<file path="src/hw/rtl/itoaf_pkg.sv">
// Shared types and constants for the integer to ASCII formatter.
// Used by itoaf_ctrl, itoaf_dp and integer_to_ascii_formatter_unit.
package itoaf_pkg;

    localparam int ITOAF_MAX_WIDTH = 32;

    // digit store: up to 32 binary digits
    localparam int DIG_MAX = 32;
    localparam int DIG_IW  = $clog2(DIG_MAX);
    // character counters: hold up to 127
    localparam int CNT_W   = 7;

    localparam logic [1:0] RADIX_BIN = 2'd0;
    localparam logic [1:0] RADIX_OCT = 2'd1;
    localparam logic [1:0] RADIX_DEC = 2'd2;
    localparam logic [1:0] RADIX_HEX = 2'd3;

    localparam logic [7:0] CHAR_MINUS   = 8'h2D;
    localparam logic [7:0] CHAR_SPACE   = 8'h20;
    localparam logic [7:0] CHAR_ZERO    = 8'h30;
    localparam logic [7:0] CHAR_UPPER_A = 8'h41;
    localparam logic [7:0] CHAR_LOWER_A = 8'h61;

    // ceil(2^35 / 10): floor(x * RECIP10 / 2^35) == x / 10 for any 32-bit x
    localparam logic [31:0] RECIP10     = 32'hCCCC_CCCD;
    localparam int          RECIP_SHIFT = 35;

    typedef enum logic [2:0] {
        S_IDLE,
        S_DIV,
        S_DIGIT,
        S_SETUP,
        S_LEAD,
        S_PADL,
        S_TEXT,
        S_PADR
    } t_state;

    typedef enum logic [1:0] {
        SEL_MINUS,
        SEL_PAD,
        SEL_TEXT
    } t_char_sel;

    typedef struct packed {
        logic      load;
        logic      div;
        logic      digit;
        logic      setup;
        logic      emit;
        t_char_sel sel;
        logic      last;
    } t_cmd;

    typedef struct packed {
        logic is_dec;
        logic quot_zero;
        logic lead;
        logic pad_pre;
        logic pad_post;
        logic pad_one;
        logic text_one;
    } t_status;

endpackage

</file>
<file path="src/hw/rtl/itoaf_ctrl.sv">
// Sequencer for the formatter: digit extraction, setup and character emission.
// Depends on itoaf_pkg; drives commands into itoaf_dp and reads its status.
module itoaf_ctrl import itoaf_pkg::*; (
    input  logic    i_clk,
    input  logic    i_rst_n,
    input  logic    start,
    output logic    busy,
    input  t_status i_status,
    output t_cmd    o_cmd
);

    t_state r_state;
    t_state n_state;

    always_ff @(posedge i_clk) begin
        if (!i_rst_n) begin
            r_state <= S_IDLE;
        end else begin
            r_state <= n_state;
        end
    end

    assign busy = (r_state != S_IDLE);

    always_comb begin
        n_state = r_state;
        case (r_state)
            S_IDLE: begin
                if (start) begin
                    n_state = i_status.is_dec ? S_DIV : S_DIGIT;
                end
            end
            S_DIV: begin
                n_state = S_DIGIT;
            end
            S_DIGIT: begin
                if (i_status.quot_zero) begin
                    n_state = S_SETUP;
                end else begin
                    n_state = i_status.is_dec ? S_DIV : S_DIGIT;
                end
            end
            S_SETUP: begin
                n_state = S_LEAD;
            end
            S_LEAD: begin
                n_state = i_status.pad_pre ? S_PADL : S_TEXT;
            end
            S_PADL: begin
                if (i_status.pad_one) begin
                    n_state = S_TEXT;
                end
            end
            S_TEXT: begin
                if (i_status.text_one) begin
                    n_state = i_status.pad_post ? S_PADR : S_IDLE;
                end
            end
            S_PADR: begin
                if (i_status.pad_one) begin
                    n_state = S_IDLE;
                end
            end
            default: begin
                n_state = S_IDLE;
            end
        endcase
    end

    always_comb begin
        o_cmd = '0;
        o_cmd.sel = SEL_PAD;
        case (r_state)
            S_IDLE: begin
                o_cmd.load = start;
            end
            S_DIV: begin
                o_cmd.div = 1'b1;
            end
            S_DIGIT: begin
                o_cmd.digit = 1'b1;
            end
            S_SETUP: begin
                o_cmd.setup = 1'b1;
            end
            S_LEAD: begin
                // lead minus only for a zero-padded negative with a width
                o_cmd.emit = i_status.lead;
                o_cmd.sel  = SEL_MINUS;
            end
            S_PADL: begin
                o_cmd.emit = 1'b1;
                o_cmd.sel  = SEL_PAD;
            end
            S_TEXT: begin
                o_cmd.emit = 1'b1;
                o_cmd.sel  = SEL_TEXT;
                o_cmd.last = i_status.text_one && !i_status.pad_post;
            end
            S_PADR: begin
                o_cmd.emit = 1'b1;
                o_cmd.sel  = SEL_PAD;
                o_cmd.last = i_status.pad_one;
            end
            default: begin
                o_cmd = '0;
            end
        endcase
    end

endmodule

</file>
<file path="src/hw/rtl/itoaf_dp.sv">
// Datapath for the formatter: operand registers, divide-by-radix step,
// digit store, pad and text counters and the registered character output.
// Depends on itoaf_pkg; commanded by itoaf_ctrl.
module itoaf_dp import itoaf_pkg::*; #(
    parameter int MAX_WIDTH = ITOAF_MAX_WIDTH
) (
    input  logic        i_clk,
    input  logic        i_rst_n,
    input  logic [31:0] i_value,
    input  logic [1:0]  i_radix_select,
    input  logic        i_is_signed,
    input  logic        i_is_long,
    input  logic [5:0]  i_field_width,
    input  logic        i_left_justify,
    input  logic        i_zero_fill,
    input  logic        i_upper_case,
    input  t_cmd        i_cmd,
    output t_status     o_status,
    output logic        o_char_strobe,
    output logic [7:0]  o_out_char,
    output logic        o_last_char
);

    localparam logic [CNT_W-1:0] MAX_W = CNT_W'(MAX_WIDTH);

    // operands
    logic [31:0]      r_mag;
    logic [31:0]      r_quot;
    logic [1:0]       r_radix;
    logic             r_neg;
    logic [5:0]       r_fw;
    logic             r_left_justify;
    logic             r_zero_fill;
    logic             r_upper;

    // digit store
    logic [3:0]       r_digits [DIG_MAX];
    logic [DIG_IW:0]  r_nd;
    logic [DIG_IW-1:0] r_dptr;

    // emission plan
    logic             r_lead;
    logic             r_minus_pend;
    logic [CNT_W-1:0] r_pad;
    logic [CNT_W-1:0] r_text;

    // output register
    logic             r_strobe;
    logic [7:0]       r_char;
    logic             r_last;

    // load
    logic [31:0] v_m;
    logic [31:0] v_neg;
    logic        v_top;
    logic        v_is_neg;

    always_comb begin
        v_m      = i_is_long ? i_value : {16'h0000, i_value[15:0]};
        v_top    = i_is_long ? i_value[31] : i_value[15];
        v_is_neg = i_is_signed && (i_radix_select == RADIX_DEC) && (v_m != 32'd0) && v_top;
        v_neg    = 32'd0 - v_m;
        if (!i_is_long) begin
            v_neg = {16'h0000, v_neg[15:0]};
        end
    end

    // divide step
    logic [63:0] prod;
    logic [31:0] quot;
    logic [31:0] q10;
    logic [31:0] rem_full;
    logic [3:0]  dig;

    assign prod     = {32'd0, r_mag} * {32'd0, RECIP10};
    assign q10      = {r_quot[28:0], 3'b000} + {r_quot[30:0], 1'b0};
    assign rem_full = r_mag - q10;

    always_comb begin
        case (r_radix)
            RADIX_BIN: begin
                dig  = {3'b000, r_mag[0]};
                quot = {1'b0, r_mag[31:1]};
            end
            RADIX_OCT: begin
                dig  = {1'b0, r_mag[2:0]};
                quot = {3'b000, r_mag[31:3]};
            end
            RADIX_HEX: begin
                dig  = r_mag[3:0];
                quot = {4'h0, r_mag[31:4]};
            end
            default: begin
                dig  = rem_full[3:0];
                quot = r_quot;
            end
        endcase
    end

    // plan
    logic [CNT_W-1:0] fw7;
    logic [CNT_W-1:0] w_sat;
    logic             p_lead;
    logic [CNT_W-1:0] wp;
    logic             p_inline;
    logic [CNT_W-1:0] len;
    logic [CNT_W-1:0] p_text;
    logic [CNT_W-1:0] p_pad;

    always_comb begin
        fw7      = CNT_W'(r_fw);
        w_sat    = (fw7 > MAX_W) ? MAX_W : fw7;
        p_lead   = r_neg && (w_sat != '0) && r_zero_fill;
        wp       = w_sat - CNT_W'(p_lead);
        p_inline = r_neg && !p_lead;
        len      = CNT_W'(r_nd) + CNT_W'(p_inline);
        if (wp == '0) begin
            p_text = len;
            p_pad  = '0;
        end else if (len >= wp) begin
            p_text = wp;
            p_pad  = '0;
        end else begin
            p_text = len;
            p_pad  = wp - len;
        end
    end

    // character selection
    logic [3:0] cur_dig;
    logic [7:0] letter_base;
    logic [7:0] text_char;
    logic [7:0] pad_char;
    logic [7:0] sel_char;

    always_comb begin
        cur_dig     = r_digits[r_dptr];
        letter_base = r_upper ? CHAR_UPPER_A : CHAR_LOWER_A;
        if (r_minus_pend) begin
            text_char = CHAR_MINUS;
        end else if (cur_dig >= 4'd10) begin
            text_char = letter_base + {4'h0, cur_dig - 4'd10};
        end else begin
            text_char = CHAR_ZERO + {4'h0, cur_dig};
        end
        pad_char = r_zero_fill ? CHAR_ZERO : CHAR_SPACE;
        case (i_cmd.sel)
            SEL_MINUS: sel_char = CHAR_MINUS;
            SEL_PAD:   sel_char = pad_char;
            SEL_TEXT:  sel_char = text_char;
            default:   sel_char = pad_char;
        endcase
    end

    always_ff @(posedge i_clk) begin
        if (i_cmd.load) begin
            r_mag          <= v_is_neg ? v_neg : v_m;
            r_radix        <= i_radix_select;
            r_neg          <= v_is_neg;
            r_fw           <= i_field_width;
            r_left_justify <= i_left_justify;
            r_zero_fill    <= i_zero_fill;
            r_upper        <= i_upper_case;
            r_nd           <= '0;
        end
        if (i_cmd.div) begin
            r_quot <= {3'b000, prod[63:RECIP_SHIFT]};
        end
        if (i_cmd.digit) begin
            r_digits[r_nd[DIG_IW-1:0]] <= dig;
            r_nd  <= r_nd + 1'b1;
            r_mag <= quot;
        end
        if (i_cmd.setup) begin
            r_lead       <= p_lead;
            r_minus_pend <= p_inline;
            r_pad        <= p_pad;
            r_text       <= p_text;
            r_dptr       <= DIG_IW'(r_nd - 1'b1);
        end
        if (i_cmd.emit) begin
            case (i_cmd.sel)
                SEL_PAD: begin
                    r_pad <= r_pad - 1'b1;
                end
                SEL_TEXT: begin
                    r_text <= r_text - 1'b1;
                    if (r_minus_pend) begin
                        r_minus_pend <= 1'b0;
                    end else begin
                        r_dptr <= r_dptr - 1'b1;
                    end
                end
                default: begin
                    r_lead <= 1'b0;
                end
            endcase
        end
        r_char <= sel_char;
        r_last <= i_cmd.last;
    end

    always_ff @(posedge i_clk) begin
        if (!i_rst_n) begin
            r_strobe <= 1'b0;
        end else begin
            r_strobe <= i_cmd.emit;
        end
    end

    always_comb begin
        o_status.is_dec    = (r_radix == RADIX_DEC);
        o_status.quot_zero = (quot == 32'd0);
        o_status.lead      = r_lead;
        o_status.pad_pre   = (r_pad != '0) && !r_left_justify;
        o_status.pad_post  = (r_pad != '0) && r_left_justify;
        o_status.pad_one   = (r_pad == CNT_W'(1));
        o_status.text_one  = (r_text == CNT_W'(1));
        // at load time the decision comes straight from the port
        if (i_cmd.load) begin
            o_status.is_dec = (i_radix_select == RADIX_DEC);
        end
    end

    assign o_char_strobe = r_strobe;
    assign o_out_char    = r_char;
    assign o_last_char   = r_last;

endmodule

</file>
<file path="src/hw/rtl/integer_to_ascii_formatter_unit.sv">
// Integer to ASCII formatter: radix 2/8/10/16, sign, width and padding.
// Each digit takes a divide step, in decimal a reciprocal multiply then a remainder step;
// a setup state and a lead state follow, then 1 character per cycle, each strobed in the
// cycle after it is chosen. A zero-padded '-' that leads goes out in the lead state.
// busy stays high until the last character is chosen, and the next start is taken
// only back in idle. Receiver cannot stall. Sync active-low reset idles.
module integer_to_ascii_formatter_unit import itoaf_pkg::*; #(
    parameter int MAX_WIDTH = ITOAF_MAX_WIDTH
) (
    input  logic        i_clk,
    input  logic        i_rst_n,
    input  logic        start,
    output logic        busy,
    input  logic [31:0] i_value,
    input  logic [1:0]  i_radix_select,
    input  logic        i_is_signed,
    input  logic        i_is_long,
    input  logic [5:0]  i_field_width,
    input  logic        i_left_justify,
    input  logic        i_zero_fill,
    input  logic        i_upper_case,
    output logic        o_char_strobe,
    output logic [7:0]  o_out_char,
    output logic        o_last_char
);

    t_cmd    cmd;
    t_status status;

    itoaf_ctrl u_ctrl (
        .i_clk    (i_clk),
        .i_rst_n  (i_rst_n),
        .start    (start),
        .busy     (busy),
        .i_status (status),
        .o_cmd    (cmd)
    );

    itoaf_dp #(
        .MAX_WIDTH (MAX_WIDTH)
    ) u_dp (
        .i_clk          (i_clk),
        .i_rst_n        (i_rst_n),
        .i_value        (i_value),
        .i_radix_select (i_radix_select),
        .i_is_signed    (i_is_signed),
        .i_is_long      (i_is_long),
        .i_field_width  (i_field_width),
        .i_left_justify (i_left_justify),
        .i_zero_fill    (i_zero_fill),
        .i_upper_case   (i_upper_case),
        .i_cmd          (cmd),
        .o_status       (status),
        .o_char_strobe  (o_char_strobe),
        .o_out_char     (o_out_char),
        .o_last_char    (o_last_char)
    );

endmodule

</file>
<file path="config.mk">
export PLATFORM = sky130hd
export DESIGN_NAME = integer_to_ascii_formatter_unit
export DESIGN_NICKNAME = d
export VERILOG_FILES = /design/src/hw/rtl/itoaf_pkg.sv /design/src/hw/rtl/itoaf_ctrl.sv /design/src/hw/rtl/itoaf_dp.sv /design/src/hw/rtl/integer_to_ascii_formatter_unit.sv
export SDC_FILE = /design/constraint.sdc
export NUM_CORES = 2
export LEC_CHECK = 0
export ABC_AREA = 1
export ABC_CLOCK_PERIOD_IN_PS = 6200
export BUFFER_PORTS_ARGS = -buffer_cell sky130_fd_sc_hd__buf_2
export CAP_MARGIN = 20
export CORE_AREA = 4 4 356 323
export CTS_CLUSTER_DIAMETER = 40
export DETAILED_ROUTE_END_ITERATION = 10
export DIE_AREA = 0 0 360 327
export HOLD_SLACK_MARGIN = 0.15
export SYNTH_ARGS = -nofsm -noshare
export SYNTH_HDL_FRONTEND = slang
export SYNTH_SLANG_ARGS = --single-unit
</file>
<file path="constraint.sdc">
create_clock -name i_clk -period 6.2 [get_ports i_clk]
set_input_delay 0.31 -clock i_clk [delete_from_list [all_inputs] [get_ports i_clk]]
set_output_delay 0.31 -clock i_clk [all_outputs]
set_load 0.005 [all_outputs]
</file>
**After elaboration in Yosys (flattened, before gate mapping)**

Memory sizes are Yosys's and may differ from the RTL's. A register that Yosys moved wholly into a read port is not among the register bits.
Index checks and enable logic that the tools add are counted.

- $add $sub $neg: 14
- Multipliers: 1
- Magnitude comparators: 3
- Equal/unequal tests: 19
- Multiplexer cells: 55
- Reduce and logical (&&, ||, !) cells: 25

Operator list:

| kind | count |
|---|---|
| two-way mux 32 bit | 5 |
| one-hot mux 31 bit (3 select lines) | 1 |
| two-way mux 7 bit | 10 |
| multiplier 32 x 32 -> 64 bit, second input constant | 1 |
| zero test 32 bit | 1 |
| nonzero test 32 bit | 1 |
| subtractor 1 x 32 -> 32 bit, first input constant | 1 |
| two-way mux 5 bit | 5 |
| two-way mux 6 bit | 4 |
| one-hot mux 3 bit (8 select lines) | 1 |
| two-way mux 3 bit | 6 |
| two-way mux 8 bit | 2 |
| one-hot mux 8 bit (2 select lines) | 1 |
| two-way mux 1 bit | 15 |
| == test 7 x 1 -> 1 bit, second input constant | 2 |
| nonzero test 7 bit | 2 |
| subtractor 7 x 1 -> 7 bit, second input constant | 2 |
| == test 3 bit, second input constant | 4 |
| one-hot mux 4 bit (3 select lines) | 1 |
| subtractor 5 x 1 -> 5 bit, second input constant | 2 |
| logical AND 1 bit | 9 |
| one-hot mux 3 bit (3 select lines) | 1 |
| adder 8 x 4 -> 8 bit | 1 |
| == test 2 bit, second input constant | 4 |
| 26 further kinds | 35 |

- Flip-flop bits (word level): 113
- Memory bits (writable): 128
- Bits of input ports: 48
- Output and inout port bits: 11
- Word-level logic and storage cells: 136
- Memories: 1

Memory list:

| name | depth | bits a word | read ports | clocked after memory_dff | wr ports | RTL line | RTL |
|---|---|---|---|---|---|---|---|
| u_dp.r_digits | 32 | 4 | 1 | 1 | 1 | itoaf_dp.sv:37 | `logic [3:0] r_digits [DIG_MAX];` |

**Longest topological paths before layout**

- Depth after elaboration: 14
- Depth in mapped cells: 29
- Depth with buffers taken out: 28

**By module**

A second synthesis with hierarchy kept.

- Cells, all modules: 3546
- Area, all modules: 30745.7 µm²

By module, submodules not included:

| module | instances | cells an instance | area each (µm²) | seq. area each (µm²) |
|---|---|---|---|---|
| itoaf_dp | 1 | 3491 | 30436.7 | 6816.5 |
| itoaf_ctrl | 1 | 55 | 309.0 | 60.1 |

**Worst setup path before layout**

Ideal clock, no wire load.

- Path kind: flip-flop to flip-flop
- Start point: reg u_dp.r_mag[20]
- End point: reg u_dp.r_quot[17], data pin
- Arrival: 5.881 ns
- Data required time: 5.948 ns
- Path slack: 0.066 ns
- Stages on the path, launching flop included: 26
- Period minus slack after synthesis: 6.134 ns
- Path through: edfxtp_1 -> ha_1 -> inv_1 -> fa_1 -> inv_1 -> fa_1 -> inv_1 -> fa_1 -> inv_1 -> fa_1 -> fa_1 -> fa_1 -> inv_1 -> fa_1 -> inv_1 -> ha_1 -> nand2_1 -> inv_1 -> a21oi_1 -> o21ai_0 -> a21oi_1 -> nor2_1 -> a211oi_1 -> nand2_1 -> nand2_1 -> nand2_1

- Word-level cells in the longest chain between the ends: 1

RTL lines:

| element | RTL line | RTL |
|---|---|---|
| start, declared | itoaf_dp.sv:27 | `logic [31:0] r_mag;` |
| start signal, assigned | itoaf_dp.sv:157 | `r_mag <= v_is_neg ? v_neg : v_m;` |
| start signal, assigned | itoaf_dp.sv:172 | `r_mag <= quot;` |
| multiplier 32 x 32 -> 64 bit | itoaf_dp.sv:75 | `assign prod = {32'd0, r_mag} * {32'd0, RECIP10};` |
| net u_dp.prod[52] | itoaf_dp.sv:69 | `logic [63:0] prod;` |
| end signal, assigned | itoaf_dp.sv:167 | `r_quot <= {3'b000, prod[63:RECIP_SHIFT]};` |
| end, declared | itoaf_dp.sv:28 | `logic [31:0] r_quot;` |

The timed path passes the listed nets, and every way through them passes these cells.
A chain may end at the register's enable or synchronous reset.

**Worst setup path in the final report**

- Start point: reg u_dp.r_mag[10]
- End point: reg u_dp.r_quot[11], data pin

The elaborated chain is that of the path after synthesis.

==> metrics.md <==
| Metric | Value |
|---|---|
| Share of synthesized area occupied by flip-flops and latches | 0.222 |
| Detailed-route vias per instance | ~4.7 |
| Global-route wire length before repair | roughly 160 mm |
| Min-Delay Path Depth | 3 |
| Maximum number of pins on one net before global-route repair | 67 |
| Count of standard-cell rows | 116 |
| Most common flop cell mapped by yosys | edfxtp_1 |
| Highest achievable clock rate | 157 MHz |
| Drt drc | 0 |
| Die X | roughly 360 um |
| Clock period minus final worst setup slack | around 6.4 ns |
| Count of state elements after synthesis | 240 |
| Signed area change from the synthesized netlist to the final layout | 29.5% |
| Placed wire-length estimate | around 89 mm |
| Transition time at the pin with the least slew margin | ~1.1 ns |
| Cell area after placement | around 0.036 sq mm |
| Highest-count cells in the layout ignoring fill and taps | 739 x inv_1, 486 x nand2_1, 467 x buf_4 |
| Cell type group with the largest total delay on the critical path | adder cells |
| Clock skew | 0.0208 ns |
| CTS Buffer Depth | 3 |
| Maximum net fanout on the critical path | 3 |
| R2r setup slk | -0.18 ns |
| Most common cell after layout, fill and taps aside | inv_1 |
| Critical path's slowest cell | fa_2 |
| Post-synth design cell area | 0.0309 sq mm |
| Slack of the critical path | -0.178 ns |
| Critical hold path startpoint | start |
| Crit Path Class | reg -> reg |
| Violations in the final reports | setup timing |
| Router iterations before antenna repair | 6 |
| Yosys warnings | 0 |
| Post-route standard cell area excluding fillers | 0.0400 sq mm |
| Logic depth of the worst path, buffers included | 22 |
| Die Span Y | between 300 and 400 um |
| Worst-skew pair later-pin latency | between 0.5 and 0.6 ns |
| Critical R2R Capture | u_dp.r_quot[11]$_DFFE_PP_ |
| Port-buffer cells | between 50 and 60 |
| Crit Reg-Reg Startpoint | u_dp.r_mag[10]$_DFFE_PP_ |
| Count of endpoints failing hold in the final timing report | 0 |
| Startpoint kind of the worst setup timing path | register |
| Distinct cell type count of the synthesized netlist | 55 |
| Global placer's final weighted congestion | between 1 and 1.5 |
| Worst endpoint data arrival time | roughly 6.7 ns |
| Syn avg cell area | around 8.7 sq um |
| Clock Tree Root | clkbuf_16 |
| Clock H-tree levels | 2 |
| Cell count after placement | ~5500 |
| DRT Wirelength | ~110 mm |
| Final cycle utilization of the critical path | 1.03 |
| Hold endpoint | u_dp.r_zero_fill$_DFFE_PP_ |
| Area of the core region | about 0.11 sq mm |
| Post-route ant nets | 0 |
| Hold WC Path Type | in -> reg |
| Via count of the first global-routing pass | roughly 27000 |
| Critical path data required time | ~6.5 ns |
| TritonCTS clock tree | yes |
| Number of CTS-inserted buffers | 40 |
| Final global-route overflow total | 0 |
| Avg WL per Cell | 19.2 um |
| Unrepaired setup endpoints after global routing | yes |
| Async set or reset register ratio after synthesis | 0 |
| First-iteration detailed-routing DRC count | between 2000 and 3000 |
| Final Setup Violations | 21 |
| Global-route total usage across every layer | 0.181 |
| Worst setup path startpoint | u_dp.r_mag[10]$_DFFE_PP_ |
| Antenna violations before repair | 3 |
| Cell-by-cell listing of the critical path | ha_4 > xor2_1 > ha_1 > fa_1 > inv_1 > fa_1 > fa_1 > inv_2 > fa_2 > fa_1 > fa_1 > ha_4 > buf_6 > nand2_4 > nor2_4 > inv_2 > buf_4 > nor3_4 > nand4_1 > nand3_4 > a21oi_2 > xnor2_1 |
| Diode count | 0 |
| Syn Nets | about 4400 |
| Worst slew slack as a fraction of its limit | 0.278 |
| Max-cap violation count | 0 |
| Die ar. | between 0.1 and 0.15 sq mm |
| I/O pin count | slightly below 60 |
| Sinks on the clock net | 240 |
| Critical Path End Type | register |
| Result of the run | finished with violations |
| Number of synthesized flops with an enable pin | between 200 and 250 |
| Clock-pin slew on the worst setup and hold paths | about 0.060 ns |
| Most Frequent Cell on Critical Path | fa_1 |
| Initial core utilization | 0.279 |
| Instance count of the mapped netlist | 3566 |
| Hold Slack | 0.139 ns |
| Worst path bufs/invs | 5 |
| Count of cells along the worst register-to-register path | 22 |
| Share of post-route cells with drive strength above 1 | 0.241 |
| Final cell count without fillers | between 5000 and 6000 |
| Delay of the slowest critical-path stage | ~0.60 ns |
| Number of vias after detailed routing | between 20000 and 30000 |
| Final net count | a little under 5000 |
| Slew Viols, Final | 0 |
==> flip-flops by register name, indices dropped and copies added, names as in the netlist <==
| register | count |
|---|---|
| u_dp.r_digits | 128 |
| u_dp.r_mag | 32 |
| u_dp.r_quot | 29 |
| u_dp.o_out_char | 7 |
| u_dp.r_pad | 7 |
| u_dp.r_text | 7 |
| u_dp.r_fw | 6 |
| u_dp.r_nd | 6 |
| u_dp.r_dptr | 5 |
| u_ctrl.r_state | 3 |
| u_dp.r_radix | 2 |
| u_dp.o_char_strobe | 1 |
| u_dp.o_last_char | 1 |
| u_dp.r_lead | 1 |
| u_dp.r_left_justify | 1 |
| u_dp.r_minus_pend | 1 |
| u_dp.r_neg | 1 |
| u_dp.r_upper | 1 |
| u_dp.r_zero_fill | 1 |
==> metrics by stage <==
stage | worst slack (ns) | utilization | TNS (ns)
2_1_floorplan | 0.0662 | - | 0
3_3_place_gp | -0.817 | 0.323 | -10.75
3_5_place_dp | -0.808 | 0.324 | -11.51
4_1_cts | -0.0238 | 0.353 | -0.0910
5_1_grt | -0.392 | 0.361 | -6.91
6_report | -0.178 | 0.361 | -1.47
==> cell type report <==
type / instances / area [sq um]
multi-input cells: 2471 / 22800
repair buffers: 563 / 4230
clock buffers: 46 / 1040
clock inverters: 26 / 269
fillers: 11255 / 70900
flip-flops and latches: 240 / 6880
well taps: 1475 / 1850
inverters: 784 / 2960
==> repair_timing <==
item / in CTS / in global routing
endpoints found under the hold margin: 16 / 0
endpoints found under the setup margin: 29 / 29
resized for setup: 293 / 197
pin swaps: 108 / 95
hold buffers: 13 / 0
buffers inserted: 59 / 11
==> kinds of logic (layout without fill, tap and decap cells) <==
family,after synthesis,in the layout,synth area share
simple gates,1156,1156,0.156
buf+inv,855,1419,0.108
xor+xnor,107,107,0.0303
fa+ha+maj,764,764,0.403
flops,240,240,0.222
other cells,1,1,0.000121
compound gates,443,443,0.0797
==> synth_stat cells, types with 25 or more instances <==
cell type  instances  area, sq um
edfxtp_1         207         6220
a21oi_1          144          721
xnor2_1           30          263
o21ai_0          165          826
fa_1             387         7750
nor3_1            30          150
nand2_1          524         1970
clkbuf_1          27          101
dfxtp_1           33          661
ha_1             377         4720
nor2_1           342         1280
xor2_1            77          674
inv_1            772         2900
o21ai_1           25          125
nand3_1          202         1010
nand4_1           26          163
==> per-layer routing <==
metal  up-vias  routed length (um)  GRT usage
li1      12410                   -          -
met1     13053               48000      0.259
met2       997               47700      0.285
met3       157                8430     0.0281
met4         0                3270     0.0493
met5         -                   0          0
==> how the worst max path moves through the flow <==
stage | end | slack, ns
after detailed placement | u_dp.r_quot[3]$_DFFE_PP_ | -0.81
after CTS | u_dp.r_quot[11]$_DFFE_PP_ | -0.02
after global placement | u_dp.r_quot[3]$_DFFE_PP_ | -0.82
final | u_dp.r_quot[11]$_DFFE_PP_ | -0.18
after floorplan | u_dp.r_quot[17]$_DFFE_PP_ | 0.07
after global routing | u_dp.r_quot[10]$_DFFE_PP_ | -0.39
==> tightest hold or removal path, stage by stage <==
cell,delay [ns]
buf_2,0.11
inv_1,0.05
nor2_1,0.07
Power is not shown: default switching activity piles up to over one toggle a cycle in this logic, so the estimate is an artifact.
